**src/rtl/core/imp_pkg.sv**
```systemverilog
// Shared types and constants for the IQ mean and peak power unit.
package imp_pkg;

  localparam int SAMPLE_W    = 16;
  localparam int DC_W        = 20;
  localparam int DIFF_W      = 21;  // offset-corrected part, 4 fraction bits
  localparam int POWER_W     = 41;  // re^2 + im^2, 8 fraction bits
  localparam int SUM_W       = 58;
  localparam int CNT_W       = 17;
  localparam int MAX_SAMPLES = 65536;
  localparam int STEP_W      = $clog2(SUM_W);
  localparam int CFG_IDX_W   = 2;
  localparam int IN_TDATA_W  = 32;
  localparam int OUT_TDATA_W = 88;

  // Configuration register indexes
  typedef enum logic [CFG_IDX_W-1:0] {
    CFG_DC_REAL = 2'd0,
    CFG_DC_IMAG = 2'd1
  } cfg_reg_e;

  // Divider sequencer, one-hot
  typedef enum logic [2:0] {
    DIV_IDLE = 3'b001,
    DIV_RUN  = 3'b010,
    DIV_DONE = 3'b100
  } div_state_e;

  // Frame totals handed from the accumulator to the divider
  typedef struct packed {
    logic [SUM_W-1:0]   sum;
    logic [CNT_W-1:0]   count;
    logic [POWER_W-1:0] peak;
    logic               overflow;
  } frame_stat_t;

endpackage

```
**src/rtl/core/imp_front.sv**
```systemverilog
// Front end: DC removal, power pipeline and per-frame accumulator.
module imp_front (
  input  logic                                clk_i,
  input  logic                                rst_ni,
  input  logic signed [imp_pkg::DC_W-1:0]     dc_real_i,
  input  logic signed [imp_pkg::DC_W-1:0]     dc_imag_i,
  input  logic                                in_valid_i,
  output logic                                in_ready_o,
  input  logic signed [imp_pkg::SAMPLE_W-1:0] sample_real_i,
  input  logic signed [imp_pkg::SAMPLE_W-1:0] sample_imag_i,
  input  logic                                frame_end_i,
  input  logic                                queue_full_i,
  output logic                                push_o,
  output imp_pkg::frame_stat_t                push_stat_o
);

  logic advance;

  // stage 1: offset-corrected parts
  logic                              s1_valid_q, s1_last_q;
  logic signed [imp_pkg::DIFF_W-1:0] s1_dr_q, s1_di_q, dr_d, di_d;
  // stage 2: squares
  logic                               s2_valid_q, s2_last_q;
  logic [imp_pkg::POWER_W-1:0]        s2_sqr_q, s2_sqi_q;
  logic signed [2*imp_pkg::DIFF_W-1:0] prod_r, prod_i;
  // stage 3: power
  logic                        s3_valid_q, s3_last_q;
  logic [imp_pkg::POWER_W-1:0] s3_pow_q;
  // frame state
  logic [imp_pkg::SUM_W-1:0]   sum_q, sum_d;
  logic [imp_pkg::POWER_W-1:0] peak_q, peak_d;
  logic [imp_pkg::CNT_W-1:0]   count_q, count_d;
  logic                        ovf_q, ovf_d;
  logic                        full_frame;

  // Only a frame end that cannot enter the queue holds the pipe.
  assign advance    = !(s3_valid_q && s3_last_q && queue_full_i);
  assign in_ready_o = advance;

  assign dr_d = {sample_real_i[imp_pkg::SAMPLE_W-1], sample_real_i, 4'b0000}
              - {dc_real_i[imp_pkg::DC_W-1], dc_real_i};
  assign di_d = {sample_imag_i[imp_pkg::SAMPLE_W-1], sample_imag_i, 4'b0000}
              - {dc_imag_i[imp_pkg::DC_W-1], dc_imag_i};

  assign prod_r = s1_dr_q * s1_dr_q;
  assign prod_i = s1_di_q * s1_di_q;

  always_ff @(posedge clk_i or negedge rst_ni) begin
    if (!rst_ni) begin
      s1_valid_q <= 1'b0;
      s2_valid_q <= 1'b0;
      s3_valid_q <= 1'b0;
    end else if (advance) begin
      s1_valid_q <= in_valid_i;
      s2_valid_q <= s1_valid_q;
      s3_valid_q <= s2_valid_q;
    end
  end

  always_ff @(posedge clk_i) begin
    if (advance) begin
      s1_dr_q   <= dr_d;
      s1_di_q   <= di_d;
      s1_last_q <= frame_end_i;
      s2_sqr_q  <= prod_r[imp_pkg::POWER_W-1:0];
      s2_sqi_q  <= prod_i[imp_pkg::POWER_W-1:0];
      s2_last_q <= s1_last_q;
      s3_pow_q  <= s2_sqr_q + s2_sqi_q;
      s3_last_q <= s2_last_q;
    end
  end

  // Samples past the size limit are dropped but flag the frame.
  assign full_frame = (count_q == imp_pkg::CNT_W'(imp_pkg::MAX_SAMPLES));

  always_comb begin
    sum_d   = sum_q;
    peak_d  = peak_q;
    count_d = count_q;
    ovf_d   = ovf_q;
    if (full_frame) begin
      ovf_d = 1'b1;
    end else begin
      sum_d   = sum_q + imp_pkg::SUM_W'(s3_pow_q);
      peak_d  = (s3_pow_q > peak_q) ? s3_pow_q : peak_q;
      count_d = count_q + 1'b1;
    end
  end

  assign push_o               = advance && s3_valid_q && s3_last_q;
  assign push_stat_o.sum      = sum_d;
  assign push_stat_o.count    = count_d;
  assign push_stat_o.peak     = peak_d;
  assign push_stat_o.overflow = ovf_d;

  always_ff @(posedge clk_i or negedge rst_ni) begin
    if (!rst_ni) begin
      sum_q   <= '0;
      peak_q  <= '0;
      count_q <= '0;
      ovf_q   <= 1'b0;
    end else if (advance && s3_valid_q) begin
      if (s3_last_q) begin
        sum_q   <= '0;
        peak_q  <= '0;
        count_q <= '0;
        ovf_q   <= 1'b0;
      end else begin
        sum_q   <= sum_d;
        peak_q  <= peak_d;
        count_q <= count_d;
        ovf_q   <= ovf_d;
      end
    end
  end

endmodule

```
**src/rtl/core/imp_queue.sv**
```systemverilog
// Two-entry queue of frame totals between accumulator and divider.
module imp_queue (
  input  logic                 clk_i,
  input  logic                 rst_ni,
  input  logic                 push_i,
  input  imp_pkg::frame_stat_t push_stat_i,
  output logic                 full_o,
  output logic                 valid_o,
  input  logic                 pop_i,
  output imp_pkg::frame_stat_t stat_o
);

  imp_pkg::frame_stat_t entry_q [2];
  logic                 wr_ptr_q, rd_ptr_q;
  logic [1:0]           fill_q;

  assign full_o  = fill_q[1];
  assign valid_o = (fill_q != 2'd0);
  assign stat_o  = entry_q[rd_ptr_q];

  always_ff @(posedge clk_i) begin
    if (push_i) begin
      entry_q[wr_ptr_q] <= push_stat_i;
    end
  end

  always_ff @(posedge clk_i or negedge rst_ni) begin
    if (!rst_ni) begin
      wr_ptr_q <= 1'b0;
      rd_ptr_q <= 1'b0;
      fill_q   <= 2'd0;
    end else begin
      if (push_i) wr_ptr_q <= !wr_ptr_q;
      if (pop_i)  rd_ptr_q <= !rd_ptr_q;
      if (push_i && !pop_i) begin
        fill_q <= fill_q + 2'd1;
      end else if (pop_i && !push_i) begin
        fill_q <= fill_q - 2'd1;
      end
    end
  end

endmodule

```
**src/rtl/core/imp_divider.sv**
```systemverilog
// Back end: bit-serial sum/count divider and result register.
module imp_divider (
  input  logic                               clk_i,
  input  logic                               rst_ni,
  input  logic                               stat_valid_i,
  input  imp_pkg::frame_stat_t               stat_i,
  output logic                               pop_o,
  output logic                               out_valid_o,
  input  logic                               out_ready_i,
  output logic [imp_pkg::POWER_W-1:0]        average_o,
  output logic [imp_pkg::POWER_W-1:0]        peak_o,
  output logic                               overflow_o
);

  imp_pkg::div_state_e         state_q;
  logic [imp_pkg::SUM_W-1:0]   quot_q;
  logic [imp_pkg::CNT_W-1:0]   rem_q, divisor_q;
  logic [imp_pkg::STEP_W-1:0]  step_q;
  logic [imp_pkg::POWER_W-1:0] peak_q;
  logic                        ovf_q;
  logic                        out_valid_q;
  logic [imp_pkg::POWER_W-1:0] out_avg_q, out_peak_q;
  logic                        out_ovf_q;
  logic [imp_pkg::CNT_W:0]     trial;
  logic [imp_pkg::CNT_W:0]     trial_diff;
  logic                        fits;
  logic                        load_out;

  assign pop_o      = (state_q == imp_pkg::DIV_IDLE) && stat_valid_i;
  assign trial      = {rem_q, quot_q[imp_pkg::SUM_W-1]};
  assign fits       = (trial >= {1'b0, divisor_q});
  assign trial_diff = trial - {1'b0, divisor_q};
  assign load_out   = (state_q == imp_pkg::DIV_DONE) && (!out_valid_q || out_ready_i);

  always_ff @(posedge clk_i or negedge rst_ni) begin
    if (!rst_ni) begin
      state_q <= imp_pkg::DIV_IDLE;
      step_q  <= '0;
    end else begin
      case (state_q)
        imp_pkg::DIV_IDLE: begin
          if (stat_valid_i) begin
            state_q <= imp_pkg::DIV_RUN;
            step_q  <= '0;
          end
        end
        imp_pkg::DIV_RUN: begin
          step_q <= step_q + 1'b1;
          if (step_q == imp_pkg::STEP_W'(imp_pkg::SUM_W - 1)) begin
            state_q <= imp_pkg::DIV_DONE;
          end
        end
        imp_pkg::DIV_DONE: begin
          if (load_out) state_q <= imp_pkg::DIV_IDLE;
        end
        default: state_q <= imp_pkg::DIV_IDLE;
      endcase
    end
  end

  // restoring division, one quotient bit per cycle
  always_ff @(posedge clk_i) begin
    if (pop_o) begin
      quot_q    <= stat_i.sum;
      rem_q     <= '0;
      divisor_q <= stat_i.count;
      peak_q    <= stat_i.peak;
      ovf_q     <= stat_i.overflow;
    end else if (state_q == imp_pkg::DIV_RUN) begin
      quot_q <= {quot_q[imp_pkg::SUM_W-2:0], fits};
      rem_q  <= fits ? trial_diff[imp_pkg::CNT_W-1:0] : trial[imp_pkg::CNT_W-1:0];
    end
  end

  always_ff @(posedge clk_i or negedge rst_ni) begin
    if (!rst_ni) begin
      out_valid_q <= 1'b0;
    end else if (load_out) begin
      out_valid_q <= 1'b1;
    end else if (out_ready_i) begin
      out_valid_q <= 1'b0;
    end
  end

  always_ff @(posedge clk_i) begin
    if (load_out) begin
      out_avg_q  <= quot_q[imp_pkg::POWER_W-1:0];
      out_peak_q <= peak_q;
      out_ovf_q  <= ovf_q;
    end
  end

  assign out_valid_o = out_valid_q;
  assign average_o   = out_avg_q;
  assign peak_o      = out_peak_q;
  assign overflow_o  = out_ovf_q;

  // a frame always holds at least one sample
  a_divisor_nonzero: assert property (@(posedge clk_i) disable iff (!rst_ni)
    (state_q == imp_pkg::DIV_RUN) |-> (divisor_q != '0))
    else $error("divider started with zero sample count");

  a_rem_below_divisor: assert property (@(posedge clk_i) disable iff (!rst_ni)
    (state_q == imp_pkg::DIV_RUN) |-> (rem_q < divisor_q))
    else $error("partial remainder not below divisor");

  a_done_waits: assert property (@(posedge clk_i) disable iff (!rst_ni)
    (state_q == imp_pkg::DIV_DONE && out_valid_q && !out_ready_i)
      |=> (state_q == imp_pkg::DIV_DONE))
    else $error("finished quotient dropped while result stalled");

endmodule

```
**src/rtl/core/iq_mean_and_peak_power_unit.sv**
```systemverilog
// Top level of the IQ mean and peak power unit.
//
// Usage:
//  - s_axis carries one complex sample per transfer: tdata holds the real part
//    in [15:0] and the imaginary part in [31:16]; tlast marks the frame's last
//    sample. Samples are taken one per cycle while tready is high.
//  - m_axis carries one result per frame: tdata holds the mean power in [40:0]
//    and the peak power in [81:41] (both 8 fraction bits); tuser[0] is set when
//    the frame held more than 65536 samples (the excess is ignored).
//  - cfg writes the DC offsets (index 0 real, 1 imaginary, 20-bit signed with
//    4 fraction bits). Write only while no frame is in flight.
// Path: after the tlast transfer the frame end passes two more pipeline stages,
// enters the queue, starts the divider once it is free, runs all 58 quotient
// bits of the bit-serial divider and is loaded into the output register.
// Throughput: one sample per cycle while tready is high; the divider takes
// new frame totals only once idle again. A two-entry queue of frame totals
// lets the accumulator run on; tready drops only when a frame end meets a
// full queue. A stalled m_axis holds the result and backs up into the queue.
// Reset clears offsets, frame totals, queue and all valid flags.
module iq_mean_and_peak_power_unit (
  input  logic                                  clk_i,
  input  logic                                  rst_ni,
  // sample_real [15:0], sample_imag [31:16]
  input  logic [imp_pkg::IN_TDATA_W-1:0]        s_axis_tdata,
  input  logic                                  s_axis_tlast,   // frame_end
  input  logic                                  s_axis_tvalid,
  output logic                                  s_axis_tready,
  // average_power [40:0], peak_power [81:41], zero [87:82]
  output logic [imp_pkg::OUT_TDATA_W-1:0]       m_axis_tdata,
  output logic [0:0]                            m_axis_tuser,   // overflow [0]
  output logic                                  m_axis_tvalid,
  input  logic                                  m_axis_tready,
  input  logic                                  cfg_valid_i,
  output logic                                  cfg_ready_o,
  input  logic [imp_pkg::CFG_IDX_W-1:0]         cfg_index_i,
  input  logic [imp_pkg::DC_W-1:0]              cfg_data_i
);

  logic signed [imp_pkg::DC_W-1:0] dc_real_q, dc_imag_q;
  logic                            push, queue_full, stat_valid, pop;
  imp_pkg::frame_stat_t            push_stat, head_stat;
  logic [imp_pkg::POWER_W-1:0]     average, peak;
  logic                            overflow;

  // Config registers; writes always accepted.
  assign cfg_ready_o = 1'b1;

  always_ff @(posedge clk_i or negedge rst_ni) begin
    if (!rst_ni) begin
      dc_real_q <= '0;
      dc_imag_q <= '0;
    end else if (cfg_valid_i) begin
      case (cfg_index_i)
        imp_pkg::CFG_DC_REAL: dc_real_q <= cfg_data_i;
        imp_pkg::CFG_DC_IMAG: dc_imag_q <= cfg_data_i;
        default: ;  // unmapped index, ignored
      endcase
    end
  end

  imp_front u_front (
    .clk_i         (clk_i),
    .rst_ni        (rst_ni),
    .dc_real_i     (dc_real_q),
    .dc_imag_i     (dc_imag_q),
    .in_valid_i    (s_axis_tvalid),
    .in_ready_o    (s_axis_tready),
    .sample_real_i (s_axis_tdata[15:0]),
    .sample_imag_i (s_axis_tdata[31:16]),
    .frame_end_i   (s_axis_tlast),
    .queue_full_i  (queue_full),
    .push_o        (push),
    .push_stat_o   (push_stat)
  );

  imp_queue u_queue (
    .clk_i       (clk_i),
    .rst_ni      (rst_ni),
    .push_i      (push),
    .push_stat_i (push_stat),
    .full_o      (queue_full),
    .valid_o     (stat_valid),
    .pop_i       (pop),
    .stat_o      (head_stat)
  );

  imp_divider u_divider (
    .clk_i        (clk_i),
    .rst_ni       (rst_ni),
    .stat_valid_i (stat_valid),
    .stat_i       (head_stat),
    .pop_o        (pop),
    .out_valid_o  (m_axis_tvalid),
    .out_ready_i  (m_axis_tready),
    .average_o    (average),
    .peak_o       (peak),
    .overflow_o   (overflow)
  );

  assign m_axis_tdata = {6'b0, peak, average};
  assign m_axis_tuser = overflow;

endmodule
```
**config.mk**
```make
export PLATFORM = sky130hd
export DESIGN_NAME = iq_mean_and_peak_power_unit
export DESIGN_NICKNAME = d
export VERILOG_FILES = /design/src/rtl/core/imp_pkg.sv /design/src/rtl/core/imp_front.sv /design/src/rtl/core/imp_queue.sv /design/src/rtl/core/imp_divider.sv /design/src/rtl/core/iq_mean_and_peak_power_unit.sv
export SDC_FILE = /design/constraint.sdc
export NUM_CORES = 2
export LEC_CHECK = 0
export ABC_CLOCK_PERIOD_IN_PS = 10900
export BUFFER_PORTS_ARGS = -buffer_cell sky130_fd_sc_hd__buf_4
export CAP_MARGIN = 20
export CORE_UTILIZATION = 35
export CTS_CLUSTER_SIZE = 28
export DETAILED_ROUTE_END_ITERATION = 16
export SETUP_SLACK_MARGIN = 0.2
export SLEW_MARGIN = 5
export SYNTH_ARGS = -nofsm -noshare
export SYNTH_HDL_FRONTEND = slang
export SYNTH_SLANG_ARGS = --single-unit
```
**constraint.sdc**
```tcl
create_clock -name clk_i -period 10.9 [get_ports clk_i]
set_input_delay 0 -clock clk_i [delete_from_list [all_inputs] [get_ports clk_i]]
set_output_delay 0 -clock clk_i [all_outputs]
set_load 0.02 [all_outputs]
```
; Yosys cells after proc, flatten, opt, wreduce, memory -nomap -nowiden
; Memories as Yosys holds them, arrays and structs flattened.
; Index checks and enable logic that the tools add are counted.
; Widths: inputs -> output; s select.
[totals]
regBits = 559
latch_bits = 0
ramBits = 234
romBits = 0
inputBits = 60
out_inout_bits = 92
wordCells = 103
n_memories = 1
[classes]
n_addsub = 9
n_mul = 2
div_mod_pow = 0
magnitude_cmp = 2
n_eq_ne = 9
shifts = 0
n_mux = 24
bitwise_logic = 0
reduce_logical = 25
[mem_list]
columns = name, depth, word_bits, rd, rd_ports_with_merged_regs, write_ports, line_no
row1 = u_queue.entry_q, 2, 117, 1, 0, 1, imp_queue.sv:13  ; imp_pkg::frame_stat_t entry_q [2];
[op_table]
columns = operator, n
row1 = $mux 58, 4
row2 = $mux 41, 3
row3 = $mul 21x21->41, 2
row4 = $add 58x41->58, 1
row5 = $mux 17, 3
row6 = $sub 20x20->21, 2
row7 = $add 41x41->41, 1
row8 = $gt 41x41->1, 1
row9 = $ge 18x17->1, 1
row10 = $add 17x1->17 const B, 1
row11 = $eq 17x17->1 const B, 1
row12 = $sub 17x17->17, 1
row13 = $pmux 6 s2, 1
row14 = $reduce_bool 2->1, 5
row15 = $mux 3, 3
row16 = $pmux 3 s3, 1
row17 = $logic_and 1x1->1, 8
row18 = $add 6x1->6 const B, 1
row19 = $eq 6x6->1 const B, 1
row20 = $logic_not 1->1, 6
row21 = $mux 1, 6
row22 = $mux 6, 1
row23 = $ne 2x1->1 const B, 3
row24 = $reduce_and 2->1, 3
row25 = other kinds (10), 11

; Depth between registers and ports, before layout
[logic_depth]
ltp_word = 9
depth_mapped = 30
ltp_nobuf = 29

; Modules after synthesis
; Synthesis repeated with hierarchy kept, for this count alone.
[unflattened]
hier_cells = 5977
hier_area_um2 = 65684.2
[by_module_without_submodules]
columns = module, instances, cells_each, area_each_um2, seq_area_each_um2
row1 = imp_front, 1, 4859, 46607.2, 7987.7
row2 = imp_divider, 1, 644, 8785.9, 6597.6
row3 = imp_queue, 1, 379, 8692.1, 7126.8
row4 = iq_mean_and_peak_power_unit, 1, 95, 1599.0, 1001.0

; Worst setup path before layout
; OpenSTA, ideal clock, no wires.
[synth_path]
kind = register -> register
start = register u_front.s1_dr_q[17] (netlist name)
end = register u_front.s2_sqr_q[39] (netlist name), data pin
setup_ns = 0.258
arrival_time_ns = 7.180
required_time_ns = 10.642
setup_slack_ns = 3.462
path_stages_with_launch = 28
path_buffers = 2
synth_period_minus_slack_ns = 7.438
path_cell_list = edfxtp_1 -> clkbuf_1 -> clkbuf_1 -> nand2_1 -> fa_1 -> inv_1 -> fa_1 -> inv_1 -> fa_1 -> inv_1 -> fa_1 -> fa_1 -> fa_1 -> inv_1 -> fa_1 -> inv_1 -> ha_1 -> a211oi_1 -> nand2_1 -> a221oi_1 -> nand2_1 -> a211oi_1 -> a211oi_1 -> o31a_1 -> a311o_1 -> a31o_1 -> a21oi_1 -> xnor2_1
[synth_via]
elab_chain_len = 1
[synth_lines]
columns = element, line_no
row1 = start: declaration, imp_front.sv:21  ; logic signed [imp_pkg::DIFF_W-1:0] s1_dr_q, s1_di_q, dr_d, di_d;
row2 = start signal: assignment, imp_front.sv:62  ; s1_dr_q <= dr_d;
row3 = $mul 21x21->41, imp_front.sv:45  ; assign prod_r = s1_dr_q * s1_dr_q;
row4 = "via u_front.prod_r, one bit", imp_front.sv:25  ; logic signed [2*imp_pkg::DIFF_W-1:0] prod_r, prod_i;
row5 = end signal: assignment, imp_front.sv:65  ; s2_sqr_q <= prod_r[imp_pkg::POWER_W-1:0];
row6 = end: declaration, imp_front.sv:24  ; logic [imp_pkg::POWER_W-1:0] s2_sqr_q, s2_sqi_q;
; The timed path passes the listed nets, and every way through them passes these cells.
; A chain may end at the register's enable or synchronous reset.

; Final worst setup path
[layout_path]
start = register u_front.s1_dr_q[20] (netlist name)
end = register u_front.s2_sqr_q[39] (netlist name), data pin
; Same word-level chain as after synthesis.

==> run metrics <==
setup TNS=0 ns; Synth area leaders=edfxtp_1 (28%), fa_1 (25%), ha_1 (8.2%); post-cts repair resize count=0; Pre-Repair DR Iteration Count=7; CTS tree=built; top_reg_cell synth=edfxtp_1; critical path startpoint category=register; Multi-input gate area=36900 um^2; final WL=152 mm; pin count of the biggest net entering global routing=93; post-synthesis instance area=64900 um^2; Worst-Skew Late Latency=0.71 ns; IO buf count=144; number of H-tree levels=3; worst path arrival time=9.20 ns; fill count=17600; CP Capture Point=u_front.s2_sqr_q[39]$_DFFE_PN_; layout net count=7450; number of synthesized flops with an enable pin=600; Max-Slew Margin vs Limit=28.2%; die area=187000 um^2; cts bufs inserted=86; Worst Clk Skew=0.0664 ns; row cnt=157; Die Wd=433 um; drt initial violations=2373; Hold-fix buffers, CTS=105; Max Slew Vio Count=0; GRT overflow=0; Initial Util=35.3%; Worst-path clk slew=0.06 ns; RR Endpoint=u_front.s2_sqr_q[39]$_DFFE_PN_; Period minus WS final=8.76 ns; Synth top area share=27.8%; RSZ-0062 raised after global routing=false; crit path from=u_front.s1_dr_q[20]$_DFFE_PN_; Vias=42000; DR DRC count=0; Final Hold Fails=0; Post-Synthesis Cells=5940; antenna viol nets, final=0; reg2reg setup slack=2.14 ns; number of setup buffers added after CTS=0; crit path capture type=register; Crit Reg-Reg Startpoint=u_front.s1_dr_q[20]$_DFFE_PN_; critical path class=reg -> reg; io pins=152; All-Layer GR Usage=16.5%; fraction of registers with async set/reset=22.0%; Setup Viol. Count Final=0; post-synth top area cell=edfxtp_1; first-pass GRT wire length=243 mm; vias in the first global route=44900; post-layout util=39.7%; DR vias/cell=4.83; Die Y=433 um; register bit total from synthesis=791; Post-Syn Area per Cell=10.9 um^2; sequential cell area=22700 um^2; CP Max Fanout=24; CTS sink cnt=791; Yosys cell types=92; drt wl/cell=17.4 um; Longest Clk Path Bufs=3; Post-DP HPWL=115 mm; FMAX=0.114 GHz; HP Class=in -> reg; CP required=11.34 ns; worst-margin pin slew=1.08 ns; status=complete, no violations; initial antenna violation count=12; Reg2Reg Depth=23; core box area=184000 um^2; Max Cap Viol=0; layout overhead on the synthesized area=12.3%; layout cells sized above 1=7.59%; GP Congestion=0.873; CTS root buffer=clkbuf_16; Yosys warning total=0; fin crit share=80.3%; sequential area share after synthesis=35.0%
==> area by class of cell <==
class	instances	area share, %
clock inverters	42	0.687
multi-input cells	3737	50.7
flip-flops and latches	791	31.2
repair buffers	313	3.63
clock buffers	118	3.29
well taps	2464	4.23
inverters	1219	6.28
diodes	4	0.0137
==> flip-flops by register name (all words and copies together) (netlist names), 2 cells and up <==
signal and count:
u_front.count_q 17, dc_imag_q 20, u_front.s2_sqi_q 40, u_queue.fill_q 2, u_front.s1_di_q 21, u_divider.step_q 6, u_divider.average_o 41, u_divider.divisor_q 17
u_front.sum_q 58, u_front.s3_pow_q 41, dc_real_q 20, u_divider.peak_o 41, u_queue.entry_q 234, u_divider.state_q 3, u_divider.quot_q 58, u_front.s1_dr_q 21
u_divider.peak_q 41, u_divider.rem_q 17, u_front.s2_sqr_q 40, u_front.peak_q 41
==> layout by cell type (no fill, tap or decap), types with 41 or more instances in the layout <==
cell type,n
a21oi_1,186
a21o_1,112
dfrtp_1,172
nand2_1,533
a32o_1,41
nor2_1,232
o21ai_0,197
mux2i_1,67
xor2_1,89
buf_4,206
o21ai_1,78
ha_1,425
xnor2_1,178
mux2_2,87
dlygate4sd3_1,104
inv_1,1214
nand3_1,87
fa_1,817
edfxtp_1,600
and2_1,137
clkbuf_16,88
==> how the worst min path moves through the flow <==
stage | start | end | slack (ns) | cells after the start
global route | s_axis_tlast | u_front.s1_last_q$_DFFE_PN_ | 0.06 | 2
floorplan | rst_ni | dc_imag_q[0]$_DFFE_PN0P_ | -0.30 | 0
detailed placement | rst_ni | u_divider.out_valid_o$_DFFE_PN0P_ | 0.04 | 1
CTS | cfg_data_i[13] | dc_imag_q[13]$_DFFE_PN0P_ | 0.04 | 3
finish | s_axis_tlast | u_front.s1_last_q$_DFFE_PN_ | 0.08 | 2
global placement | rst_ni | u_queue.rd_ptr_q$_DFFE_PN0P_ | 0.02 | 1
==> metrics by stage <==
stage	std cells	worst slack [ns]	hold WS [ns]	cell area [um^2]
finish	8688	2.14	0.0814	72900
global route	8687	1.68	0.0591	72900
CTS	8682	2.21	0.0416	72800
detailed placement	8417	2.24	0.0364	68900
global placement	8417	2.55	0.0240	68900
floorplan	5945	3.46	-0.296	64900
==> routing by layer <==
layer	wire length, um	vias to the layer above	global-route usage, %
li1	-	19700	-
met1	63600	21300	20.6
met2	78300	760	29.9
met3	5670	209	2.05
met4	3960	4	4.53
met5	27	-	0
==> critical path: stages, from the launching register on <==
cell and delay (ns):
edfxtp_1 0.80, clkinv_1 0.77, nor2_1 0.44, fa_1 0.51
ha_1 0.57, fa_1 0.52, fa_1 0.50, fa_1 0.50
fa_1 0.49, inv_1 0.05, fa_1 0.47, inv_1 0.04
ha_1 0.33, o21ai_1 0.22, a21oi_1 0.13, a221oi_1 0.46
nand2_1 0.10, a211oi_1 0.32, a211oi_1 0.12, o31a_1 0.31
a311o_1 0.38, a31o_1 0.21, a21oi_1 0.17, xnor2_1 0.08
==> cell usage after synthesis (all sizes together) (24+ instances only) <==
library cell / number
o21ai: 276
dfrtp: 173
mux2: 88
a21o: 112
xor2: 89
nand4: 31
xnor2: 178
nand3: 88
clkbuf: 178
and3: 24
nor2b: 39
a21oi: 188
ha: 425
o21a: 30
and2: 137
a32o: 41
edfxtp: 600
inv: 1216
a22o: 36
mux2i: 67
nor2: 235
nand2b: 33
fa: 817
nand2: 534
nor3: 31
==> logic make-up after synthesis <==
group / after synthesis / synth area share, %
adder cells (fa/ha/maj): 1242 / 33.4
multiplexers: 155 / 2.56
buffers and inverters: 1417 / 8.24
XOR/XNOR: 267 / 3.60
AO/OA/AOI/OAI: 862 / 8.68
flip-flops: 791 / 35.0
AND/OR/NAND/NOR: 1204 / 8.52
other: 2 / 0.0116
Power is not shown: default switching activity piles up to over one toggle a cycle in this logic, so the estimate is an artifact.
